### src/lsd_pkg.sv
// ----------------------------------------------------------------------------
// lsd_pkg
// Shared types and constants of the LZSS stream decompressor.
// ----------------------------------------------------------------------------
package lsd_pkg;

    // default history depth, as log2 of the byte count
    localparam int LSD_HISTORY_BITS = 16;

    // stream widths
    localparam int LSD_S_TDATA_W = 8;
    localparam int LSD_S_TUSER_W = 1;
    localparam int LSD_M_TDATA_W = 72;   // 69 payload bits, padded to bytes
    localparam int LSD_M_TUSER_W = 2;

    localparam int LSD_CONSUMED_W = 26;
    localparam int LSD_PRODUCED_W = 34;

    // token decode constants
    localparam logic [6:0] LSD_SPAN_MASK  = 7'h7F;
    localparam logic [6:0] LSD_SPAN_LIMIT = 7'd31;
    localparam logic [4:0] LSD_THR_CAP    = 5'd19;
    localparam logic [2:0] LSD_SHIFT_TOP  = 3'd7;
    localparam logic [9:0] LSD_MIN_MATCH  = 10'd3;

    typedef enum logic [2:0] {
        PH_HEADER = 3'd0,
        PH_CNT2   = 3'd1,
        PH_CNT1   = 3'd2,
        PH_CNT0   = 3'd3,
        PH_ITEM   = 3'd4,
        PH_TOKLO  = 3'd5,
        PH_COPY   = 3'd6,
        PH_DONE   = 3'd7
    } t_phase;

    // one result item, per processed tick
    typedef struct packed {
        logic                      byte_taken;
        logic                      plain_valid;
        logic [7:0]                plain_byte;
        logic                      finished;
        logic                      bad_offset;
        logic [LSD_CONSUMED_W-1:0] bytes_consumed;
        logic [LSD_PRODUCED_W-1:0] bytes_produced;
    } t_result;

endpackage

### src/lsd_core.sv
// ----------------------------------------------------------------------------
// lsd_core
// Decoder state machine: one tick of header/flag/token parsing or match
// copy per step, with history write and next-tick read prefetch.
// ----------------------------------------------------------------------------
module lsd_core
    import lsd_pkg::*;
#(
    parameter int HISTORY_BITS = LSD_HISTORY_BITS
) (
    input  logic                    i_clk,
    input  logic                    i_rst_n,
    input  logic                    i_step,
    input  logic                    i_offered,
    input  logic [7:0]              i_byte,
    input  logic [7:0]              i_rdata,
    output logic                    o_we,
    output logic [HISTORY_BITS-1:0] o_waddr,
    output logic [7:0]              o_wdata,
    output logic                    o_re,
    output logic [HISTORY_BITS-1:0] o_raddr,
    output t_result                 o_result
);

    localparam int FILL_W = HISTORY_BITS + 1;
    localparam logic [FILL_W-1:0] HIST_SIZE = FILL_W'(1) << HISTORY_BITS;

    t_phase                    r_phase, n_phase;
    logic [2:0]                r_split, n_split;
    logic [1:0]                r_lshift, n_lshift;
    logic [4:0]                r_thr, n_thr;
    logic [23:0]               r_items, n_items;
    logic [8:0]                r_flags, n_flags;
    logic [7:0]                r_tok_hi, n_tok_hi;
    logic [15:0]               r_dist, n_dist;
    logic [9:0]                r_copy, n_copy;
    logic [HISTORY_BITS-1:0]   r_wp, n_wp;
    logic [FILL_W-1:0]         r_filled, n_filled;
    logic [LSD_CONSUMED_W-1:0] r_consumed, n_consumed;
    logic [LSD_PRODUCED_W-1:0] r_produced, n_produced;

    logic        w_last_item;
    logic        w_copy_end;
    logic        w_flag_load;
    logic        w_bad;
    logic        w_emit;
    logic [7:0]  w_emit_byte;
    logic [15:0] w_token;
    logic [6:0]  w_span;
    logic [6:0]  w_idx;
    logic [9:0]  w_len;
    logic [6:0]  w_hdr_span;

    assign w_last_item = (r_items == 24'd0);
    assign w_copy_end  = (r_copy == 10'd1);
    assign w_flag_load = (r_flags <= 9'd1);
    assign w_bad       = (r_dist == 16'd0) || (17'(r_dist) > 17'(r_filled));

    // token decode
    assign w_token    = {r_tok_hi, i_byte};
    assign w_span     = LSD_SPAN_MASK >> r_split;
    assign w_idx      = w_token[6:0] & w_span;
    assign w_hdr_span = LSD_SPAN_MASK >> i_byte[2:0];

    always_comb begin
        if (w_idx <= 7'(r_thr)) begin
            w_len = 10'(w_idx) + LSD_MIN_MATCH;
        end else begin
            w_len = 10'(r_thr) + (10'(w_idx - 7'(r_thr)) << r_lshift) + LSD_MIN_MATCH;
        end
    end

    // next phase
    always_comb begin
        n_phase = r_phase;
        if (i_step) begin
            unique case (r_phase)
                PH_COPY: begin
                    if (w_copy_end) begin
                        n_phase = w_last_item ? PH_DONE : PH_ITEM;
                    end
                end
                PH_DONE: begin
                    n_phase = PH_DONE;
                end
                PH_HEADER: if (i_offered) n_phase = PH_CNT2;
                PH_CNT2:   if (i_offered) n_phase = PH_CNT1;
                PH_CNT1:   if (i_offered) n_phase = PH_CNT0;
                PH_CNT0:   if (i_offered) n_phase = PH_ITEM;
                PH_ITEM: begin
                    if (i_offered && !w_flag_load) begin
                        if (r_flags[0]) begin
                            n_phase = w_last_item ? PH_DONE : PH_ITEM;
                        end else begin
                            n_phase = PH_TOKLO;
                        end
                    end
                end
                PH_TOKLO:  if (i_offered) n_phase = PH_COPY;
            endcase
        end
    end

    // datapath and result
    always_comb begin
        n_split    = r_split;
        n_lshift   = r_lshift;
        n_thr      = r_thr;
        n_items    = r_items;
        n_flags    = r_flags;
        n_tok_hi   = r_tok_hi;
        n_dist     = r_dist;
        n_copy     = r_copy;
        n_consumed = r_consumed;
        w_emit      = 1'b0;
        w_emit_byte = 8'd0;
        o_result    = '0;

        if (r_phase == PH_COPY) begin
            o_result.bad_offset = w_bad;
            w_emit      = 1'b1;
            w_emit_byte = w_bad ? 8'd0 : i_rdata;
            n_copy      = r_copy - 10'd1;
            if (w_copy_end && !w_last_item) begin
                n_items = r_items - 24'd1;
            end
        end else if (r_phase != PH_DONE && i_offered) begin
            o_result.byte_taken = 1'b1;
            n_consumed = r_consumed + LSD_CONSUMED_W'(1);
            unique case (r_phase)
                PH_HEADER: begin
                    n_split  = i_byte[2:0];
                    n_lshift = i_byte[4:3];
                    n_thr    = (w_hdr_span < LSD_SPAN_LIMIT) ? 5'(w_hdr_span >> 1)
                                                             : LSD_THR_CAP;
                end
                PH_CNT2: n_items = {i_byte, 16'd0};
                PH_CNT1: n_items = r_items | {8'd0, i_byte, 8'd0};
                PH_CNT0: begin
                    n_items = r_items | {16'd0, i_byte};
                    n_flags = 9'd0;
                end
                PH_ITEM: begin
                    if (w_flag_load) begin
                        n_flags = {1'b1, i_byte};
                    end else begin
                        n_flags = r_flags >> 1;
                        if (r_flags[0]) begin
                            w_emit      = 1'b1;
                            w_emit_byte = i_byte;
                            if (!w_last_item) begin
                                n_items = r_items - 24'd1;
                            end
                        end else begin
                            n_tok_hi = i_byte;
                        end
                    end
                end
                PH_TOKLO: begin
                    n_dist = w_token >> (LSD_SHIFT_TOP - r_split);
                    n_copy = w_len;
                end
                PH_COPY, PH_DONE: begin
                end
            endcase
        end

        if (w_emit) begin
            n_wp       = r_wp + HISTORY_BITS'(1);
            n_filled   = (r_filled < HIST_SIZE) ? r_filled + FILL_W'(1) : r_filled;
            n_produced = r_produced + LSD_PRODUCED_W'(1);
        end else begin
            n_wp       = r_wp;
            n_filled   = r_filled;
            n_produced = r_produced;
        end

        o_result.plain_valid    = w_emit;
        o_result.plain_byte     = w_emit_byte;
        o_result.finished       = (n_phase == PH_DONE);
        o_result.bytes_consumed = n_consumed;
        o_result.bytes_produced = n_produced;
    end

    // history write now, prefetch of the byte the next copy tick needs
    assign o_we    = i_step && w_emit;
    assign o_waddr = r_wp;
    assign o_wdata = w_emit_byte;
    assign o_re    = i_step;
    assign o_raddr = n_wp - n_dist[HISTORY_BITS-1:0];

    always_ff @(posedge i_clk) begin
        if (!i_rst_n) begin
            r_phase    <= PH_HEADER;
            r_split    <= '0;
            r_lshift   <= '0;
            r_thr      <= '0;
            r_items    <= '0;
            r_flags    <= '0;
            r_tok_hi   <= '0;
            r_dist     <= '0;
            r_copy     <= '0;
            r_wp       <= '0;
            r_filled   <= '0;
            r_consumed <= '0;
            r_produced <= '0;
        end else if (i_step) begin
            r_phase    <= n_phase;
            r_split    <= n_split;
            r_lshift   <= n_lshift;
            r_thr      <= n_thr;
            r_items    <= n_items;
            r_flags    <= n_flags;
            r_tok_hi   <= n_tok_hi;
            r_dist     <= n_dist;
            r_copy     <= n_copy;
            r_wp       <= n_wp;
            r_filled   <= n_filled;
            r_consumed <= n_consumed;
            r_produced <= n_produced;
        end
    end

endmodule

### config.mk
export PLATFORM = sky130hd
export DESIGN_NAME = lsd_core
export DESIGN_NICKNAME = d
export VERILOG_FILES = /design/src/lsd_pkg.sv /design/src/lsd_core.sv
export SDC_FILE = /design/constraint.sdc
export NUM_CORES = 1
export LEC_CHECK = 0
export BUFFER_PORTS_ARGS = -buffer_cell sky130_fd_sc_hd__buf_2
export CORE_MARGIN = 3
export CORE_UTILIZATION = 35
export DETAILED_ROUTE_END_ITERATION = 8
export MAX_ROUTING_LAYER = met4
export SLEW_MARGIN = 5
export SYNTH_ARGS = -nofsm -noshare
export SYNTH_HDL_FRONTEND = slang
export SYNTH_SLANG_ARGS = --single-unit
### constraint.sdc
create_clock -name i_clk -period 5.6 [get_ports i_clk]
set_clock_uncertainty 0.15 [all_clocks]
set_input_delay 0.56 -clock i_clk [delete_from_list [all_inputs] [get_ports i_clk]]
set_output_delay 0.56 -clock i_clk [all_outputs]
set_load 0.01 [all_outputs]
==> impl_metrics.yaml, run 1 <==
synthesis:
  synth.cell_area_um2: 12200
  ys_types: 83
  yosysWarnings: 0
  synth_top_area_cell: "dfxtp_1"
  ys_async_sr_fraction_pct: 0
  synth_top_area_share_pct: 28.4
  syn_avg_cell_area_um2: 7.71
  syn_nets: 1659
  dominantRegCellSynth: "dfxtp_1"
  synth_edf_count: 0
  ys_seq_area_share_pct: 28.4
  synth_area_leaders: "dfxtp_1, nor2_1, xnor2_1"
  synth_cells: 1582
  synth-seq-cells: 173
worst_hold_path:
  worst_hold_path.endpoint: "r_items[23]"
  hold_path_class: "reg2reg"
  min_from: "r_items[23]"
  hold_depth: 2
clock_tree:
  numCtsBuffers: 17
  cts_tree: "done"
  cts_setup_buffers: 0
  clkLatencyLatePin_ns: 0.45
  cts_resized: 0
  cts_root_buf: "clkbuf_16"
  clk_pin_slew_ns: 0.07
  htree_num_levels: 4
  cts_max_path_buffers: 2
  holdBufCountCts: 0
  cts.sinks: 173
drt:
  firstDrtPassIters: 6
  num_vias: 11272
  vias_per_cell: 5.35
  ant_nets: 0
  drc_errors: 0
  wirelength_mm: 34.0
  drt-initial-drc-count: 825
  drt-wirelength-per-cell_um: 16.2
worst_setup_path:
  timing.rr.start: "r_split[2]"
  max_stage_delay_ns: 0.61
  reg2reg_depth: 18
  worstSetupPathType: "reg2out"
  critical_path_arrival_ns: 4.47
  critPathCaptureType: "primary output"
  crit_chain: "nor4_1 -> a21o_2 -> a21oi_1 -> xnor2_1 -> ha_1 -> inv_1 -> fa_1 -> a21oi_1 -> o21ai_0 -> a21o_1 -> nand3b_1 -> mux2_4 -> a21o_1 -> a31oi_4 -> nor3_1 -> a211o_1 -> buf_2"
  r2r_end: "r_copy[9]"
  required_ns: 4.89
  cp_slowest_cell: "nor4_1"
  rrSetupSlack_ns: 1.01
  crit_fanout: 6
  cp-start-kind: "flop"
placement:
  port_buffers: 133
  dpl.hpwl_mm: 24.4
  gp_congestion: 0.868
die:
  die_area_um2: 37100
  boundaryPins: 134
  die_w_um: 193
  coreArea_um2: 34000
  die_h_um: 193
  initial_core_util_pct: 35.9
  rows: 67
pwr:
  leakage_nw: 5.53
  combPwrFrac_pct: 14.0
  p_int_mw: 1.98
  switching_share_pct: 30.4
  ir_drop_v: 0.000188
  clkPwrFrac_pct: 41.7
  p_sw_mw: 0.864
  power_density_nw_per_um2: 209
  seqPwrFrac_pct: 44.3
timing:
  fin_tns_setup_ns: 0
  rsz0062_at_grt: "false"
  slew_violations: 0
  max_freq_mhz: 193
  period_minus_slack_ns: 5.18
  hold_viol: 0
  max_slew.worst_pin.slew_ns: 1.09
  setup_viol: 0
  relSlewSlack_pct: 27.7
  timing.hold.ws_ns: 0.329
  fin_crit_sh_pct: 92.6
final_layout:
  fillers: 3494
  nets: 1721
  drive_gt1_share_pct: 13.0
  finalCoreUtilization_pct: 40.1
  synthToLayoutAreaGrowth_pct: 11.8
global_route:
  gr-total-overflow: 0
  grt_start_max_net_pins: 101
  grt_use_total_pct: 18.8
  first_global_vias: 10420
  antenna_found_initial: 2
  grt_pass1_wl_mm: 55.0
outcome:
  outcome: "finished, final reports clean"
job:
  drv_cap: 0
Yosys cell counts, types with 12 or more instances:
cell,instances
a21oi_1,112
nor2_1,230
o21a_1,17
nand2b_1,13
inv_1,69
clkbuf_1,68
a21o_1,12
ha_1,54
and3_1,27
or3_1,20
nand4_1,30
nand2_1,160
xor2_1,82
nor3_1,36
xnor2_1,97
buf_4,12
dfxtp_1,173
nor4_1,17
mux2i_1,26
and2_1,18
o21ai_0,62
nand3_1,54
o31ai_1,13
logic make-up (layout without fill, tap and decap cells):
| group | after synthesis | count (layout) | share of synthesized area [%] |
|---|---|---|---|
| XOR/XNOR | 181 | 181 | 13.2 |
| other | 0 | 2 | 0 |
| adder cells (fa/ha/maj) | 57 | 57 | 6.03 |
| AND/OR/NAND/NOR | 649 | 649 | 25.1 |
| multiplexers | 46 | 46 | 5.18 |
| buffers and inverters | 170 | 245 | 5.76 |
| AO/OA/AOI/OAI | 306 | 306 | 16.3 |
| flip-flops | 173 | 173 | 28.4 |
power groups by stage:
stage	logic, mW	registers, mW	clock network [mW]
final	0.397	1.26	1.19
after detailed placement	0.393	1.29	0
after CTS	0.396	1.26	1.22
after floorplan	0.296	1.28	0
after global placement	0.387	1.29	0
after global routing	0.444	1.26	1.27
registers in the layout, indices dropped and copies added (netlist names), named ones only:
register,cells
r_produced,34
r_consumed,26
r_items,24
r_filled,17
r_dist,16
o_waddr,15
r_copy,10
r_flags,9
r_tok_hi,8
r_thr,5
r_phase,3
r_split,3
r_lshift,2
worst max-delay path by stage:
stage | startpoint | endpoint | depth (start not counted)
4_1_cts | r_split[1] | o_raddr[14] | 16
3_3_place_gp | r_split[1] | o_raddr[14] | 16
2_1_floorplan | r_split[1] | r_copy[9] | 21
6_report | r_flags[4] | o_raddr[14] | 17
5_1_grt | r_split[2] | o_raddr[14] | 16
3_5_place_dp | r_split[1] | o_raddr[14] | 16
through the flow:
stage / std cells / worst slack, ns / power (mW) / instance area, um^2
floorplan: 1582 / 1.09 / 1.57 / 12200
global placement: 2073 / 0.800 / 1.68 / 13100
detailed placement: 2073 / 0.740 / 1.68 / 13100
CTS: 2105 / 0.229 / 2.88 / 13600
global route: 2107 / 0.124 / 2.98 / 13600
finish: 2107 / 0.417 / 2.84 / 13600
area by class of cell:
cell class,count,area [um^2],area share [%]
timing repair buffer,142,733,5.38
inverter,71,269,1.97
antenna,2,5.00,0.0367
tap,448,561,4.11
multi-input combinational,1239,8030,58.9
sequential,173,3460,25.4
clock inverter,15,141,1.04
clock buffer,17,425,3.12
placed cells by master, fill, tap and decap left out, types with 20 or more instances in the layout:
cell and instances:
buf_2 133, mux2i_1 26, ha_1 54, nand4_1 30, dfxtp_1 172, and3_1 27
or3_1 20, o21ai_0 62, a21oi_1 112, nand2_1 160, xnor2_1 97, nand3_1 54
nor2_1 230, xor2_1 82, nor3_1 36, inv_1 68
per-layer routing:
layer | GRT usage (%) | routed length (um) | vias to the layer above
li1 | - | - | 5614
met1 | 25.6 | 16300 | 5308
met2 | 28.3 | 14800 | 317
met3 | 3.81 | 2230 | 33
met4 | 5.10 | 652 | 0
met5 | - | 0 | -
worst max-delay path, delay by kind of cell (launching register included):
| family | cells | cell delay, ns |
|---|---|---|
| AO/OA/AOI/OAI | 8 | 1.81 |
| AND/OR/NAND/NOR | 3 | 0.77 |
| adder cells (fa/ha/maj) | 2 | 0.42 |
| flip-flops | 1 | 0.33 |
| multiplexers | 1 | 0.29 |
| buffers and inverters | 2 | 0.22 |
| XOR/XNOR | 1 | 0.19 |
Note: power is estimated with default switching activity, not from simulation.
==> run 2: changes to the inputs <==
Settings changed: REMOVE_ABC_BUFFERS set to 1.
==> run 2 against run 1 <==
Effect of this change: final area rose by 0.47%; flip-flop and latch count unchanged; worst setup slack lost 0.057 ns; critical endpoint unchanged; largest power group unchanged; highest routed layer unchanged.
==> impl_metrics.yaml, run 2 (synthesized netlist as in run 1, its figures left out) <==
worst_hold_path:
  hold_path_class: "reg2reg"
final_layout:
  layout_commonest_cell: "nor2_1"
  top_regs: "r_produced: 34 flops, r_consumed: 26 flops, r_items: 24 flops"
  fillers: 3534
  regMostFlops: "r_produced"
  final_cell_mix: "nor2_1, dfxtp_1, nand2_1"
  final_area_um2: 13700
  regArea_um2: 3460
  drive_gt1_share_pct: 13.1
  multi_input_area_um2: 8030
  synthToLayoutAreaGrowth_pct: 12.3
  largest_register_ffs: 34
  nets: 1726
  n_antenna_cell: 0
worst_setup_path:
  critPathTopFamily: "compound AO/OA/AOI/OAI gates"
  cp-start-kind: "flop"
  critPathBufInv: 2
  critPathCaptureType: "primary output"
  required_ns: 4.89
  crit_fanout: 7
  worstSetupPathType: "reg2out"
  cp_slowest_cell: "nor4_1"
  critical_path_arrival_ns: 4.53
  max_stage_delay_ns: 0.51
  crit_chain: "nor4_1 -> a21o_2 -> a21oi_1 -> xnor2_1 -> ha_1 -> inv_1 -> fa_1 -> a21oi_1 -> o21ai_0 -> a21o_1 -> nand3_1 -> mux2_4 -> a21o_1 -> a31oi_4 -> nor3_1 -> a211o_1 -> buf_2"
pwr:
  leakage_nw: 5.55
  totalPowerFinal_mw: 2.90
  power_density_nw_per_um2: 212
  ir_drop_v: 0.000222
timing:
  relSlewSlack_pct: 33.5
  fin_crit_sh_pct: 93.6
  fin_tns_setup_ns: 0
  max_freq_mhz: 191
  setup_viol: 0
  period_minus_slack_ns: 5.24
  rsz0062_at_grt: "false"
  max_slew.worst_pin.slew_ns: 0.991
  worst_slack_ns: 0.359
  slew_violations: 0
  hold_viol: 0
  timing.hold.ws_ns: 0.336
clock_tree:
  cts_tree: "done"
  cts_setup_buffers: 0
  numCtsBuffers: 17
  holdBufCountCts: 0
  cts_root_buf: "clkbuf_16"
  cts.sinks: 173
  cts_resized: 0
  cts_max_path_buffers: 2
  clkLatencyLatePin_ns: 0.44
  clk_pin_slew_ns: 0.08
  htree_num_levels: 4
job:
  drv_cap: 0
drt:
  ant_nets: 0
  wirelength_mm: 33.8
  drc_errors: 0
  firstDrtPassIters: 6
  drt-initial-drc-count: 777
  num_vias: 11151
  vias_per_cell: 5.28
  drt-wirelength-per-cell_um: 16.0
die:
  die_w_um: 193
  initial_core_util_pct: 35.9
  rows: 67
  die_area_um2: 37100
  die_h_um: 193
  boundaryPins: 134
  coreArea_um2: 34000
global_route:
  antenna_found_initial: 0
  grt_use_total_pct: 18.8
  grt_pass1_wl_mm: 54.9
  first_global_vias: 10601
  grt_start_max_net_pins: 95
  gr-total-overflow: 0
placement:
  gp_congestion: 0.871
  dpl.hpwl_mm: 24.6
  pre_cts_ws_ns: 0.664
  port_buffers: 133
  placed_cell_area_um2: 13100
outcome:
  outcome: "finished, final reports clean"
==> run 2: worst paths after layout <==
kind              depth (start not counted)  slack (ns)   startpoint          end
setup / recovery                         17        0.36   r_flags[4]  o_raddr[14]
hold / removal                            2        0.34  r_items[14]  r_items[14]
setup reg to reg                         18        1.01   r_split[2]    r_copy[5]
hold reg to reg                           2        0.34  r_items[14]  r_items[14]
==> run 2: worst reg2reg max path, cell delays in order, from the launching register on <==
cell     delay, ns
dfxtp_1       0.79
nand3_1       0.14
nand2_1       0.22
ha_1          0.20
inv_1         0.05
fa_1          0.41
a21o_1        0.19
a21oi_1       0.27
xnor2_1       0.13
mux2_2        0.28
mux2i_1       0.14
ha_1          0.25
ha_1          0.34
a21oi_1       0.21
xnor2_1       0.11
a21oi_1       0.22
o22ai_1       0.12
a22oi_1       0.21
nor2_1        0.05
==> run 2: final cells by class <==
type / count / area share [%]
inverters: 71 / 1.96
repair buffers: 147 / 5.63
clock inverters: 13 / 1.22
flip-flops and latches: 173 / 25.3
well taps: 448 / 4.09
multi-input cells: 1239 / 58.6
clock buffers: 19 / 3.16
==> run 2: through the flow <==
step / utilization (%) / cells
floorplan: - / 1483
global placement: 38.6 / 2078
detailed placement: 38.6 / 2078
CTS: 40.3 / 2110
global route: 40.3 / 2110
finish: 40.3 / 2110
==> run 2: where the power goes <==
group / internal (mW) / switching (mW) / total (mW)
Clock: 0.705 / 0.530 / 1.24
Sequential: 1.24 / 0.0200 / 1.26
Combinational: 0.149 / 0.251 / 0.401
==> run 2: routing by layer <==
layer	vias up	routed length, um	GRT usage [%]
met1	5196	16300	25.9
li1	5615	-	-
met4	0	535	4.79
met3	35	1890	2.94
met2	305	15000	28.9
met5	-	0	-
==> run 3: changes to the inputs <==
Settings changed: CORE_ASPECT_RATIO set to 0.6.
==> run 3 against run 2 <==
Effect of this change: final cell count grew 0.38%; flip-flop and latch count is the same; fmax grew 3.3%; die area grew 0.20%; non-clock buffer count shrank 2; sequential share of layout area is essentially flat; critical path depth shrank 1; critical endpoint unchanged; highest routed layer unchanged.
==> impl_metrics.yaml, run 3 (synthesized netlist as in run 1, its figures left out) <==
clock_tree:
  cts.sinks: 173
  cts_max_path_buffers: 2
  cts_setup_buffers: 0
  clkLatencyLatePin_ns: 0.45
  clk_pin_slew_ns: 0.07
  htree_num_levels: 4
  cts_root_buf: "clkbuf_16"
  numCtsBuffers: 17
  cts_tree: "done"
final_layout:
  synthToLayoutAreaGrowth_pct: 12.3
  largest_register_ffs: 34
  drive_gt1_share_pct: 13.1
  final_cell_mix: "nor2_1, dfxtp_1, nand2_1"
  layout_commonest_cell: "nor2_1"
  top_regs: "r_produced: 34 flops, r_consumed: 26 flops, r_items: 24 flops"
  regMostFlops: "r_produced"
  instances_no_fill: 2118
  n_antenna_cell: 0
  nets: 1724
pwr:
  seqPwrFrac_pct: 43.3
  combPwrFrac_pct: 14.0
  switching_share_pct: 29.1
  p_int_mw: 2.07
  power_density_nw_per_um2: 213
  p_sw_mw: 0.848
  clkPwrFrac_pct: 42.7
  ir_drop_v: 0.000207
  leakage_nw: 5.55
  totalPowerFinal_mw: 2.91
worst_hold_path:
  min_from: "i_byte[2]"
  hold_depth: 3
  hold_path_class: "in2reg"
  worst_hold_path.endpoint: "r_split[2]"
timing:
  period_minus_slack_ns: 5.07
  relSlewSlack_pct: 24.8
  max_freq_mhz: 197
  fin_crit_sh_pct: 90.6
  setup_viol: 0
  rsz0062_at_grt: "false"
  fin_tns_setup_ns: 0
  hold_viol: 0
  max_slew.worst_pin.slew_ns: 1.12
  slew_violations: 0
  timing.hold.ws_ns: 0.323
global_route:
  grt_start_max_net_pins: 76
  first_global_vias: 9750
  gr-total-overflow: 0
  antenna_found_initial: 0
  grt_use_total_pct: 19.6
  grt_pass1_wl_mm: 55.6
drt:
  drc_errors: 0
  drt-wirelength-per-cell_um: 17.1
  firstDrtPassIters: 5
  wirelength_mm: 36.2
  vias_per_cell: 5.35
  ant_nets: 0
  num_vias: 11324
  drt-initial-drc-count: 1003
outcome:
  outcome: "finished, final reports clean"
worst_setup_path:
  reg2reg_depth: 18
  cp-start-kind: "flop"
  rrSetupSlack_ns: 1.11
  crit_fanout: 13
  r2r_end: "r_copy[5]"
  critPathCaptureType: "primary output"
  worstSetupPathType: "reg2out"
  critical_path_arrival_ns: 4.36
  required_ns: 4.89
  timing.rr.start: "r_split[1]"
die:
  coreArea_um2: 34000
  boundaryPins: 134
  die_area_um2: 37200
  die_h_um: 151
  rows: 52
  initial_core_util_pct: 35.8
  die_w_um: 247
placement:
  gp_congestion: 0.926
  dpl.hpwl_mm: 26.5
  port_buffers: 133
  dp.cells: 2087
job:
  drv_cap: 0
[run 3: cell count changes in the layout (fill, tap and decap cells not counted), sizes merged]
cell and delta:
buf -2, inv +3, clkinvlp -2, bufinv -1
clkbuf -1
[run 3: how the worst max path moves through the flow]
stage                    start           to  cells after the start  slack, ns
floorplan           r_phase[2]  o_raddr[14]                     13       0.78
finish              r_split[0]  o_raddr[14]                     16       0.53
detailed placement  r_split[1]  o_raddr[14]                     16       0.73
global route        r_phase[2]  o_raddr[14]                     15       0.17
CTS                 r_split[1]  o_raddr[14]                     16       0.19
global placement    r_split[1]  o_raddr[14]                     16       0.77
[run 3: timing repair]
action,4_1_cts,5_1_grt
hold buffers,0,0
hold endpoints to repair,0,0
resized for setup,0,1
endpoints found under the setup margin,0,1
[run 3: metrics by stage]
step,util [%],instance area (um^2),worst slack (ns)
6_report,40.3,13700,0.526
3_5_place_dp,38.5,13100,0.730
4_1_cts,40.2,13700,0.195
3_3_place_gp,38.5,13100,0.771
2_1_floorplan,-,11800,0.779
5_1_grt,40.3,13700,0.169
[run 3: layout make-up]
cell class                 instances  area, um^2
multi-input combinational       1239        8040
sequential                       173        3460
clock buffer                      18         439
tap                              459         574
clock inverter                    13         156
fill                            3488       20300
timing repair buffer             145         756
inverter                          71         269
[run 3: layer usage]
layer	global-route usage (%)	share of wire [%]
met1	30.1	52
met2	25.3	39
met3	4.57	7.7
met4	4.22	1.2
met5	-	0
[run 3: power groups by stage]
stage	Sequential (mW)	Clock (mW)	Combinational (mW)
2_1_floorplan	1.28	0	0.264
3_3_place_gp	1.29	0	0.395
3_5_place_dp	1.29	0	0.398
4_1_cts	1.26	1.28	0.402
5_1_grt	1.26	1.32	0.450
6_report	1.26	1.24	0.408
[run 3: worst max-delay path, cell delays in order (launching register included)]
cell	delay, ns
dfxtp_1	0.66
buf_4	0.31
mux4_2	0.53
mux2i_1	0.14
nor2_1	0.07
a21oi_1	0.23
ha_1	0.20
inv_1	0.06
o21ai_0	0.27
a21o_1	0.20
nand3b_1	0.08
mux2_4	0.29
a21o_1	0.22
a31oi_4	0.18
nor3_1	0.07
a211o_1	0.26
buf_2	0.14
